File: src/sv/rtt_pkg.sv
// ----------------------------------------------------------------------------
// rtt_pkg
// Shared codes, defaults and types for the retransmit timeout table.
// ----------------------------------------------------------------------------
package rtt_pkg;

    localparam int ENTRIES_DEF   = 3;
    localparam int TIME_BITS_DEF = 32;

    // entries that own a writable key register
    localparam int KEY_REGS = 3;
    // results reported per tick at most
    localparam int MAX_OUT  = 3;
    localparam int CNT_W    = 2;

    localparam int KEY_W    = 16;
    localparam int CFG_W    = 3;
    localparam int CFG_DW   = 16;

    localparam logic [CFG_W-1:0] CFG_TIMEOUT = 3'd0;
    localparam logic [CFG_W-1:0] CFG_MAX_RTY = 3'd1;
    localparam logic [CFG_W-1:0] CFG_KEY0    = 3'd2;

    localparam logic [1:0] ACT_REGISTER = 2'd0;
    localparam logic [1:0] ACT_ACK      = 2'd1;
    localparam logic [1:0] ACT_TICK     = 2'd2;
    localparam logic [1:0] ACT_QUERY    = 2'd3;

    localparam logic [2:0] EV_DONE      = 3'd0;
    localparam logic [2:0] EV_RESEND    = 3'd1;
    localparam logic [2:0] EV_EXHAUSTED = 3'd2;
    localparam logic [2:0] EV_QUERY     = 3'd3;
    localparam logic [2:0] EV_NONE      = 3'd4;

    typedef struct packed {
        logic [2:0]       ev;
        logic             matched;
        logic [1:0]       index;
        logic [KEY_W-1:0] key;
        logic [7:0]       retries;
        logic             armed;
    } t_result;

endpackage

File: src/sv/retransmit_timeout_table.sv
// ----------------------------------------------------------------------------
// retransmit_timeout_table
// Sequence: after accept the table is scanned, one entry per scan cycle;
//   a load state then registers the first result, each further result is
//   loaded after the previous one is taken, and every result is held until
//   taken. A new item is accepted only once the last result of the previous
//   one is taken; the scan runs through the single entry compare/update unit.
// Reset: control idle, entries disarmed and cleared, registers to defaults.
// ----------------------------------------------------------------------------
module retransmit_timeout_table
    import rtt_pkg::*;
#(
    parameter int ENTRIES   = ENTRIES_DEF,
    parameter int TIME_BITS = TIME_BITS_DEF
) (
    input  logic              i_clk,
    input  logic              i_rst_n,
    input  logic              i_cfg_wr_en,
    input  logic [CFG_W-1:0]  i_cfg_index,
    input  logic [CFG_DW-1:0] i_cfg_wdata,
    input  logic              i_valid,
    output logic              o_ready,
    input  logic [1:0]        i_action,
    input  logic [KEY_W-1:0]  i_command_key,
    input  logic [31:0]       i_now_seconds,
    output logic              o_valid,
    input  logic              i_ready,
    output logic [2:0]        o_event_res,
    output logic              o_matched,
    output logic [1:0]        o_entry_index,
    output logic [KEY_W-1:0]  o_entry_key,
    output logic [7:0]        o_retry_count,
    output logic              o_armed,
    output logic              o_last_result
);

    localparam int IDX_W = (ENTRIES > 1) ? $clog2(ENTRIES) : 1;

    localparam logic [1:0] ST_IDLE = 2'd0;
    localparam logic [1:0] ST_SCAN = 2'd1;
    localparam logic [1:0] ST_LOAD = 2'd2;
    localparam logic [1:0] ST_EMIT = 2'd3;

    logic [1:0]           r_state;
    logic [IDX_W-1:0]     r_idx;
    logic [CNT_W-1:0]     r_cnt;
    logic [CNT_W-1:0]     r_optr;
    logic                 r_found;
    logic [1:0]           r_action;
    logic [KEY_W-1:0]     r_cmd_key;
    logic [TIME_BITS-1:0] r_now;

    logic [7:0]           r_timeout;
    logic [7:0]           r_max_retries;
    logic [KEY_W-1:0]     r_key     [ENTRIES];
    logic                 r_armed   [ENTRIES];
    logic [7:0]           r_retries [ENTRIES];
    logic [TIME_BITS-1:0] r_start   [ENTRIES];
    logic                 n_armed   [ENTRIES];
    logic [7:0]           n_retries [ENTRIES];
    logic [TIME_BITS-1:0] n_start   [ENTRIES];

    t_result              r_buf [MAX_OUT];
    t_result              r_out;
    logic                 r_out_last;
    logic                 r_out_valid;

    logic [KEY_W-1:0]     s_key;
    logic                 s_armed;
    logic [7:0]           s_ret;
    logic [TIME_BITS-1:0] s_elapsed;
    logic                 s_expired;
    logic                 s_hit;
    logic                 s_wr;
    t_result              s_res;
    t_result              s_none;

    // shared entry unit: one table entry per scan cycle
    always_comb begin
        s_key     = r_key[r_idx];
        s_armed   = r_armed[r_idx];
        s_ret     = r_retries[r_idx];
        s_elapsed = r_now - r_start[r_idx];
        s_expired = s_armed && (s_elapsed >= TIME_BITS'(r_timeout));
        s_hit     = (s_key == r_cmd_key);
        n_armed   = r_armed;
        n_retries = r_retries;
        n_start   = r_start;
        s_wr      = 1'b0;
        s_res.ev      = EV_DONE;
        s_res.matched = 1'b1;
        s_res.index   = 2'(r_idx);
        s_res.key     = s_key;
        s_res.retries = s_ret;
        s_res.armed   = s_armed;
        if (r_state == ST_SCAN) begin
            unique case (r_action)
                ACT_TICK: begin
                    if (s_expired) begin
                        s_wr = (r_cnt < CNT_W'(MAX_OUT));
                        if (s_ret < r_max_retries) begin
                            n_retries[r_idx] = s_ret + 8'd1;
                            n_start[r_idx]   = r_now;
                            s_res.ev         = EV_RESEND;
                            s_res.retries    = s_ret + 8'd1;
                        end else begin
                            // give up: clear every entry sharing this key
                            for (int j = 0; j < ENTRIES; j++) begin
                                if (r_key[j] == s_key) begin
                                    n_armed[j]   = 1'b0;
                                    n_retries[j] = 8'd0;
                                    n_start[j]   = '0;
                                end
                            end
                            s_res.ev      = EV_EXHAUSTED;
                            s_res.retries = 8'd0;
                            s_res.armed   = 1'b0;
                        end
                    end
                end
                ACT_REGISTER: begin
                    s_wr = s_hit && !r_found;
                    if (s_hit && !s_armed) begin
                        n_armed[r_idx]   = 1'b1;
                        n_retries[r_idx] = 8'd0;
                        n_start[r_idx]   = r_now;
                        s_res.retries    = 8'd0;
                        s_res.armed      = 1'b1;
                    end
                end
                ACT_ACK: begin
                    s_wr = s_hit && !r_found;
                    if (s_hit) begin
                        n_armed[r_idx]   = 1'b0;
                        n_retries[r_idx] = 8'd0;
                        n_start[r_idx]   = '0;
                        s_res.retries    = 8'd0;
                        s_res.armed      = 1'b0;
                    end
                end
                ACT_QUERY: begin
                    s_wr     = s_hit && !r_found;
                    s_res.ev = EV_QUERY;
                end
                default: begin
                    s_wr = 1'b0;
                end
            endcase
        end
    end

    // record used when nothing matched or nothing expired
    always_comb begin
        s_none         = '0;
        s_none.ev      = (r_action == ACT_TICK)  ? EV_NONE  :
                         (r_action == ACT_QUERY) ? EV_QUERY : EV_DONE;
        s_none.matched = 1'b0;
    end

    // configuration and key registers
    always_ff @(posedge i_clk) begin
        if (!i_rst_n) begin
            r_timeout     <= 8'd3;
            r_max_retries <= 8'd3;
        end else if (i_cfg_wr_en) begin
            if (i_cfg_index == CFG_TIMEOUT) begin
                r_timeout <= i_cfg_wdata[7:0];
            end
            if (i_cfg_index == CFG_MAX_RTY) begin
                r_max_retries <= i_cfg_wdata[7:0];
            end
        end
    end

    always_ff @(posedge i_clk) begin
        for (int i = 0; i < ENTRIES; i++) begin
            if (!i_rst_n) begin
                r_key[i] <= KEY_W'(i + 1);
            end else if (i_cfg_wr_en && (i < KEY_REGS) &&
                         (i_cfg_index == CFG_W'(int'(CFG_KEY0) + i))) begin
                r_key[i] <= i_cfg_wdata;
            end
        end
    end

    // entry table
    always_ff @(posedge i_clk) begin
        for (int i = 0; i < ENTRIES; i++) begin
            if (!i_rst_n) begin
                r_armed[i]   <= 1'b0;
                r_retries[i] <= 8'd0;
                r_start[i]   <= '0;
            end else begin
                r_armed[i]   <= n_armed[i];
                r_retries[i] <= n_retries[i];
                r_start[i]   <= n_start[i];
            end
        end
    end

    // result buffer
    always_ff @(posedge i_clk) begin
        if (s_wr) begin
            r_buf[r_cnt[1:0]] <= s_res;
        end
    end

    // sequencer
    always_ff @(posedge i_clk) begin
        if (!i_rst_n) begin
            r_state     <= ST_IDLE;
            r_idx       <= '0;
            r_cnt       <= '0;
            r_optr      <= '0;
            r_found     <= 1'b0;
            r_out_valid <= 1'b0;
        end else begin
            unique case (r_state)
                ST_IDLE: begin
                    if (i_valid) begin
                        r_action  <= i_action;
                        r_cmd_key <= i_command_key;
                        r_now     <= TIME_BITS'(i_now_seconds);
                        r_idx     <= '0;
                        r_cnt     <= '0;
                        r_optr    <= '0;
                        r_found   <= 1'b0;
                        r_state   <= ST_SCAN;
                    end
                end
                ST_SCAN: begin
                    if (s_wr) begin
                        r_cnt   <= r_cnt + CNT_W'(1);
                        r_found <= 1'b1;
                    end
                    if (r_idx == IDX_W'(ENTRIES - 1)) begin
                        r_state <= ST_LOAD;
                    end else begin
                        r_idx <= r_idx + IDX_W'(1);
                    end
                end
                ST_LOAD: begin
                    r_out       <= (r_cnt == '0) ? s_none : r_buf[r_optr[1:0]];
                    r_out_last  <= (r_cnt == '0) || (r_optr + CNT_W'(1) == r_cnt);
                    r_out_valid <= 1'b1;
                    r_state     <= ST_EMIT;
                end
                ST_EMIT: begin
                    if (i_ready) begin
                        r_out_valid <= 1'b0;
                        if (r_out_last) begin
                            r_state <= ST_IDLE;
                        end else begin
                            r_optr  <= r_optr + CNT_W'(1);
                            r_state <= ST_LOAD;
                        end
                    end
                end
                default: begin
                    r_state <= ST_IDLE;
                end
            endcase
        end
    end

    assign o_ready       = (r_state == ST_IDLE);
    assign o_valid       = r_out_valid;
    assign o_event_res   = r_out.ev;
    assign o_matched     = r_out.matched;
    assign o_entry_index = r_out.index;
    assign o_entry_key   = r_out.key;
    assign o_retry_count = r_out.retries;
    assign o_armed       = r_out.armed;
    assign o_last_result = r_out_last;

endmodule

File: config.mk
export PLATFORM = sky130hd
export DESIGN_NAME = retransmit_timeout_table
export DESIGN_NICKNAME = d
export VERILOG_FILES = /design/src/sv/rtt_pkg.sv /design/src/sv/retransmit_timeout_table.sv
export SDC_FILE = /design/constraint.sdc
export NUM_CORES = 1
export LEC_CHECK = 0
export BUFFER_PORTS_ARGS = -buffer_cell sky130_fd_sc_hd__clkbuf_2
export CAP_MARGIN = 5
export CORE_MARGIN = 2
export CORE_UTILIZATION = 45
export DETAILED_ROUTE_END_ITERATION = 16
export SYNTH_ARGS = -nofsm -noshare
export SYNTH_HDL_FRONTEND = slang
export SYNTH_SLANG_ARGS = --single-unit
File: constraint.sdc
create_clock -name i_clk -period 7.6 [get_ports i_clk]
set_input_delay 1.52 -clock i_clk [delete_from_list [all_inputs] [get_ports i_clk]]
set_output_delay 1.52 -clock i_clk [all_outputs]
set_load 0.01 [all_outputs]
# After elaboration in Yosys (flattened, before gate mapping)
# Memories as Yosys holds them, arrays and structs flattened. A register that Yosys moved wholly into a read port is not among the register bits.
# Cells that the tools add are included.
dict set report word_totals {
  register_bits 231
  mem_bits_rw 135
  output_inout_bits 34
  n_memories 2
}
dict set report classes {
  n_addsub 5
  order_cmp 5
  eq_ne 32
  n_mux 95
  n_bitwise 11
  reduce_logical 34
}
# memory words word_bits read_ports rd_ports_with_merged_regs wr line
set mem_list {}
lappend mem_list {r_buf 3 29 1 1 1 retransmit_timeout_table.sv:63} ;# t_result r_buf [MAX_OUT];
lappend mem_list {r_key 3 16 4 1 3 retransmit_timeout_table.sv:55} ;# logic [KEY_W-1:0] r_key [ENTRIES];
# cell n
set op_table {}
lappend op_table {{2-to-1 mux 96 bit} 4}
lappend op_table {{case mux 96 bit (3 select lines)} 1}
lappend op_table {{2-to-1 mux 32 bit} 6}
lappend op_table {{bitwise AND 96 bit} 1}
lappend op_table {{bitwise mux 96 bit} 1}
lappend op_table {{2-to-1 mux 24 bit} 4}
lappend op_table {{NOT 96 bit} 1}
lappend op_table {{case mux 24 bit (3 select lines)} 1}
lappend op_table {{binary-select mux 32 bit (select 2 bit)} 1}
lappend op_table {{demux 32 bit (select 2 bit)} 1}
lappend op_table {{equality test 16 bit} 4}
lappend op_table {{2-to-1 mux 8 bit} 7}
lappend op_table {{2-to-1 mux 16 bit} 3}
lappend op_table {{2-to-1 mux 9 bit} 4}
lappend op_table {{2-to-1 mux 2 bit} 17}
lappend op_table {{greater-or-equal comparator 32 x 8 -> 1 bit} 1}
lappend op_table {{subtractor 32 bit} 1}
lappend op_table {{2-to-1 mux 31 bit} 1}
lappend op_table {{case mux 9 bit (3 select lines)} 1}
lappend op_table {{bitwise AND 24 bit} 1}
lappend op_table {{bitwise mux 24 bit} 1}
lappend op_table {{2-to-1 mux 1 bit} 24}
lappend op_table {{inequality test 2 bit, second input constant} 12}
lappend op_table {{NOT 24 bit} 1}
lappend op_table {{41 further kinds} 83}

# Logic depth before layout (Yosys ltp)
dict set report logic_depth {
  depth_word 12
  mapped_depth 25
  ltp_nobuf 21
}

# Worst setup path before layout
# OpenSTA, ideal clock, no wires.
dict set report synth_timing {
  kind {register to register}
  startpoint {register r_idx[1]}
  endpoint {memory r_buf[0][0] (netlist name) (enable)}
  arrival_time_ps 5811
  required_time_ps 7212
  slack_ps 1401
  stages_incl_launch_ff 22
  n_path_buf 4
  period_less_slack_ps 6199
  cell_sequence {dfxtp_1 > buf_2 > buf_1 > buf_1 > clkbuf_1 > mux2i_1 > o21ai_0 > ha_1 > fa_1 > nand2b_1 > a21oi_2 > nor2_1 > xnor2_1 > ha_1 > a21o_1 > a2111oi_0 > o211ai_1 > nor4_1 > nand4_1 > nor4b_4 > o21ai_1 > and2_1}
}
dict set report synth_between {
  elab_chain_len 12
}
# item line
set synth_rtl {}
lappend synth_rtl {{from (decl)} retransmit_timeout_table.sv:45} ;# logic [IDX_W-1:0] r_idx;
lappend synth_rtl {{from (signal assigned)} retransmit_timeout_table.sv:239} ;# r_idx <= r_idx + IDX_W'(1);
lappend synth_rtl {{NOT 2 -> 3 bit (implied by the code) (*)} {retransmit_timeout_table.sv:81, retransmit_timeout_table.sv:83}}
lappend synth_rtl {{binary-select mux 32 bit (select 2 bit)} retransmit_timeout_table.sv:83} ;# s_elapsed = r_now - r_start[r_idx];
lappend synth_rtl {{2-to-1 mux 32 bit (implied by the code) (2 in a row)} retransmit_timeout_table.sv:83}
lappend synth_rtl {{subtractor 32 bit} retransmit_timeout_table.sv:83}
lappend synth_rtl {{greater-or-equal comparator 32 x 8 -> 1 bit} retransmit_timeout_table.sv:84} ;# s_expired = s_armed && (s_elapsed >= TIME_BITS'(r_timeout));
lappend synth_rtl {{logical AND 1 bit (*)} retransmit_timeout_table.sv:84}
lappend synth_rtl {{2-to-1 mux 1 bit (*)} retransmit_timeout_table.sv:99} ;# if (s_expired) begin
lappend synth_rtl {{case mux 1 bit (2 select lines) (*)} retransmit_timeout_table.sv:97} ;# unique case (r_action)
lappend synth_rtl {{2-to-1 mux 1 bit (*)} retransmit_timeout_table.sv:96} ;# if (r_state == ST_SCAN) begin
lappend synth_rtl {{2-to-1 mux 1 bit (*)} retransmit_timeout_table.sv:203} ;# if (s_wr) begin
lappend synth_rtl {{2-to-1 mux 1 bit (implied by the code) (*)} retransmit_timeout_table.sv:204} ;# r_buf[r_cnt[1:0]] <= s_res;
lappend synth_rtl {{to (decl)} retransmit_timeout_table.sv:63}
# Every way passes the cells marked *; elsewhere a longest branch is shown, timed or not. The select of a mux whose other input is x is not followed.

# Final worst setup path
dict set report layout_timing {
  startpoint {register r_idx[0]}
  endpoint {register r_start[6] (netlist name)}
}
dict set report layout_between {
  elab_chain_len 9
}
# item line
set layout_rtl {}
lappend layout_rtl {{NOT 2 -> 3 bit (implied by the code) (*)} n/a}
lappend layout_rtl {{binary-select mux 32 bit (select 2 bit) (tied with other cells)} retransmit_timeout_table.sv:83}
lappend layout_rtl {{2-to-1 mux 32 bit (implied by the code) / logical AND 1 bit (equally long branches)} n/a}
lappend layout_rtl {{2-to-1 mux 32 bit, on equally long branches} n/a}
lappend layout_rtl {{subtractor 32 bit / demux 32 bit (select 2 bit) (equally long branches)} n/a}
lappend layout_rtl {{greater-or-equal comparator 32 x 8 -> 1 bit (tied with other cells)} retransmit_timeout_table.sv:84}
lappend layout_rtl {{logical AND 1 bit (tied with other cells)} retransmit_timeout_table.sv:84}
lappend layout_rtl {{inequality test 2 bit (no source line) (tied with other cells)} n/a}
lappend layout_rtl {{AND reduction 6 bit (no source line) / case mux 96 bit (3 select lines) (equally long branches)} n/a}
lappend layout_rtl {{to (signal, indexed assignment)} retransmit_timeout_table.sv:196} ;# r_start[i] <= n_start[i];
lappend layout_rtl {{to (decl)} retransmit_timeout_table.sv:58} ;# logic [TIME_BITS-1:0] r_start [ENTRIES];
# Marked as above.
# A chain may end at the register's enable or synchronous reset.

==> results.json <==
{
  "antenna_found_initial": 1,
  "grt_start_max_net_pins": 61,
  "mappedNetlistNets": 1830,
  "synthesis.area_sq_mm": 0.0180,
  "max_cap_viol_count": 0,
  "gp_congestion": 0.932,
  "ys_seq_area_share_pct": 53.1,
  "most-common-layout-cells": "217 x edfxtp_1, 176 x nand2_1, 150 x dfxtp_1",
  "setup_tns_ns": 0,
  "grt_pass1_wl_microns": 74200,
  "yosysTopAreaCell": "edfxtp_1",
  "fmax_mhz": 157,
  "crit_fanout": 29,
  "core_sq_mm": 0.0396,
  "routed_wl_microns": 47400,
  "fin_nets": 1909,
  "synth.distinct_cells": 81,
  "critPathRequiredTime_ns": 7.98,
  "hold_class": "register to register",
  "yosysWarnings": 0,
  "max_stage_delay_ns": 0.79,
  "vias_per_cell": 5.73,
  "crit_type": "register to register",
  "cts_setup_buffers": 0,
  "cts_buffers": 41,
  "fin_skew_ns": 0.0253,
  "worstMarginPinSlew_ns": 1.10,
  "layout_commonest_cell": "edfxtp_1",
  "synth-seq-cells": 370,
  "wl_met2_microns": 20900,
  "gr-total-overflow": 0,
  "period_share_pct": 83.6,
  "grt_setup_unrepaired": "false",
  "design.portCount": 108,
  "vias": 13400,
  "insertion_delay_ns": 0.56,
  "drt_drc_violations_left": 0,
  "grt_use_total_pct": 22.8,
  "syn_avg_cell_area_sq_um": 10.6,
  "hpwlAfterDp_microns": 32900,
  "whs_ns": 0.455,
  "drtAntennaViolNets": 0,
  "dieArea_sq_mm": 0.0417,
  "drive_above_1_share_pct": 13.4,
  "fin_crit_ns": 6.36,
  "h-tree-depth": 2,
  "drv_slew": 0,
  "synth.top_cell.area_share_pct": 36.1,
  "endpoint_kind": "register",
  "clock-root-buffer": "clkbuf_16",
  "cts_buffer_depth": 3,
  "dp_slack_ns": 1.42,
  "synth_edf_count": 217,
  "numPortBuffers": 107,
  "cts_hold_buf": 0,
  "path_cells": "inv_1 > nor2_2 > buf_4 > a21oi_1 > ha_1 > a21oi_1 > nand2_1 > nor2_1 > o21ai_0 > xor2_1 > ha_1 > a2111oi_0 > o211ai_1 > nor4_1 > nand4_1 > nor4b_4 > o31ai_1 > nand4_1 > buf_12 > o22ai_1",
  "synthCells": 1699,
  "power_mw": 4.48,
  "timing.final.ws_setup_ns": 1.24,
  "setup_viol": 0,
  "hold_viol": 0,
  "initial_core_util_pct": 45.5,
  "cp-start-kind": "register",
  "cts_tree": "done",
  "power_leakage_nw": 7.25,
  "relSlewSlack_pct": 26.1,
  "synth.area.top_cells": "edfxtp_1 36%, dfxtp_1 17%, mux2i_1 4.8%",
  "clk_pin_slew_ns": 0.06,
  "drt_iter0_markers": 1217,
  "power.density_mw_per_mm2": 220,
  "top_layer": "met4",
  "met3WireLength_microns": 2950,
  "ir_worst_vdd_uv": 145,
  "wl_met1_microns": 22200,
  "routedWlPerCell_microns": 20.3,
  "fillerInstances": 3605,
  "crit_path_top_delay_cell": "nand4_1",
  "outcome": "completed",
  "row_count": 73,
  "cp.arrival_ns": 6.74,
  "grt_pass1_vias": 13100,
  "final_core_util_pct": 51.4,
  "dr.pass1.iters": 5,
  "cts.sinks": 370,
  "synth-main-ff-cell": "edfxtp_1",
  "syn2layout_area_growth_pct": 13.0,
  "die_h_microns": 204,
  "synthArstFlopShare_pct": 0,
  "die_w_microns": 204,
  "cts_resized": 0
}
## cells by family after synthesis
kind of cell	share of synthesized area, %
buffers and inverters	3.72
XOR/XNOR	3.54
AND/OR/NAND/NOR	13.6
adder cells (fa/ha/maj)	3.99
flip-flops	53.1
multiplexers	6.55
AO/OA/AOI/OAI	15.6
## through the flow
step                      instances  area [sq um]
final                          2336         20400
after CTS                      2335         20400
after global placement         2260         19100
after detailed placement       2260         19100
after floorplan                1699         18000
after global routing           2336         20400
## worst paths after layout
check	from	to	slack (ns)	cells after the start
min	r_retries[9]$_SDFFE_PN0P_	r_retries[9]$_SDFFE_PN0P_	0.46	1
max reg2reg	r_idx[0]$_SDFFE_PN0P_	r_start[6]$_SDFFE_PN0P_	1.24	20
max	r_idx[0]$_SDFFE_PN0P_	r_start[6]$_SDFFE_PN0P_	1.24	20
min reg2reg	r_retries[9]$_SDFFE_PN0P_	r_retries[9]$_SDFFE_PN0P_	0.46	1
## final cells by class
| type | instances | area (sq um) | share of cell area, % |
|---|---|---|---|
| diodes | 1 | 2.50 | 0.0123 |
| clock buffers | 68 | 1260 | 6.19 |
| clock inverters | 7 | 67.6 | 0.331 |
| inverters | 61 | 229 | 1.12 |
| multi-input cells | 1170 | 7830 | 38.4 |
| flip-flops and latches | 370 | 9580 | 47.0 |
| well taps | 525 | 657 | 3.22 |
| repair buffers | 134 | 751 | 3.68 |
## cells in the mapped netlist, types with 6 or more instances
cell type and instances:
nor2b_1 7, o211ai_1 11, edfxtp_1 217, nand4_1 36, a31oi_1 6, clkbuf_1 48
ha_1 56, a21oi_1 123, dfxtp_1 153, nor2_1 151, buf_1 12, buf_4 6
o2bb2ai_1 76, o21a_1 23, a211oi_1 6, o21ai_0 36, nand3_1 21, nand2b_1 11
and3_1 8, nor4_1 14, inv_1 60, xnor2_1 16, mux2i_1 87, o221ai_1 6
nor3_1 20, a22oi_1 6, mux2_2 8, xor2_1 57, nand2_1 176, a21o_1 12
and2_1 51, buf_2 29, o22ai_1 50
## report_power, final
group          total, mW  leakage (nW)  internal [mW]  switching [mW]
clock               1.95         0.649           1.14           0.805
sequential          2.19          3.25           2.16          0.0331
combinational      0.347          3.36          0.121           0.227
total               4.48          7.25           3.42            1.06
## state kept, by name, indices dropped and copies added (netlist names), 2 cells and up, named ones only
| register | cells |
|---|---|
| o_entry_index | 2 |
| r_max_retries | 8 |
| r_retries | 24 |
| r_timeout | 8 |
| r_optr | 2 |
| r_action | 2 |
| r_cmd_key | 16 |
| r_start | 96 |
| r_idx | 2 |
| r_key | 48 |
| o_entry_key | 16 |
| o_event_res | 3 |
| r_armed | 3 |
| r_cnt | 2 |
| r_state | 2 |
| r_now | 32 |
| r_buf | 87 |
| o_retry_count | 8 |
## layer usage
metal	vias up	GRT usage, %
met5	-	0
met3	82	3.75
met4	0	7.74
met2	458	34.4
met1	6464	33.1
li1	6387	-
## worst max-delay path, delay by kind of cell (launching register included)
kind | cells | cell delay [ns]
AO/OA/AOI/OAI | 7 | 1.40
XOR/XNOR | 1 | 0.19
adder cells (fa/ha/maj) | 2 | 0.65
buffers and inverters | 3 | 0.78
flip-flops | 1 | 0.51
AND/OR/NAND/NOR | 7 | 2.61
No activity file was read; power rests on OpenSTA's default activity.
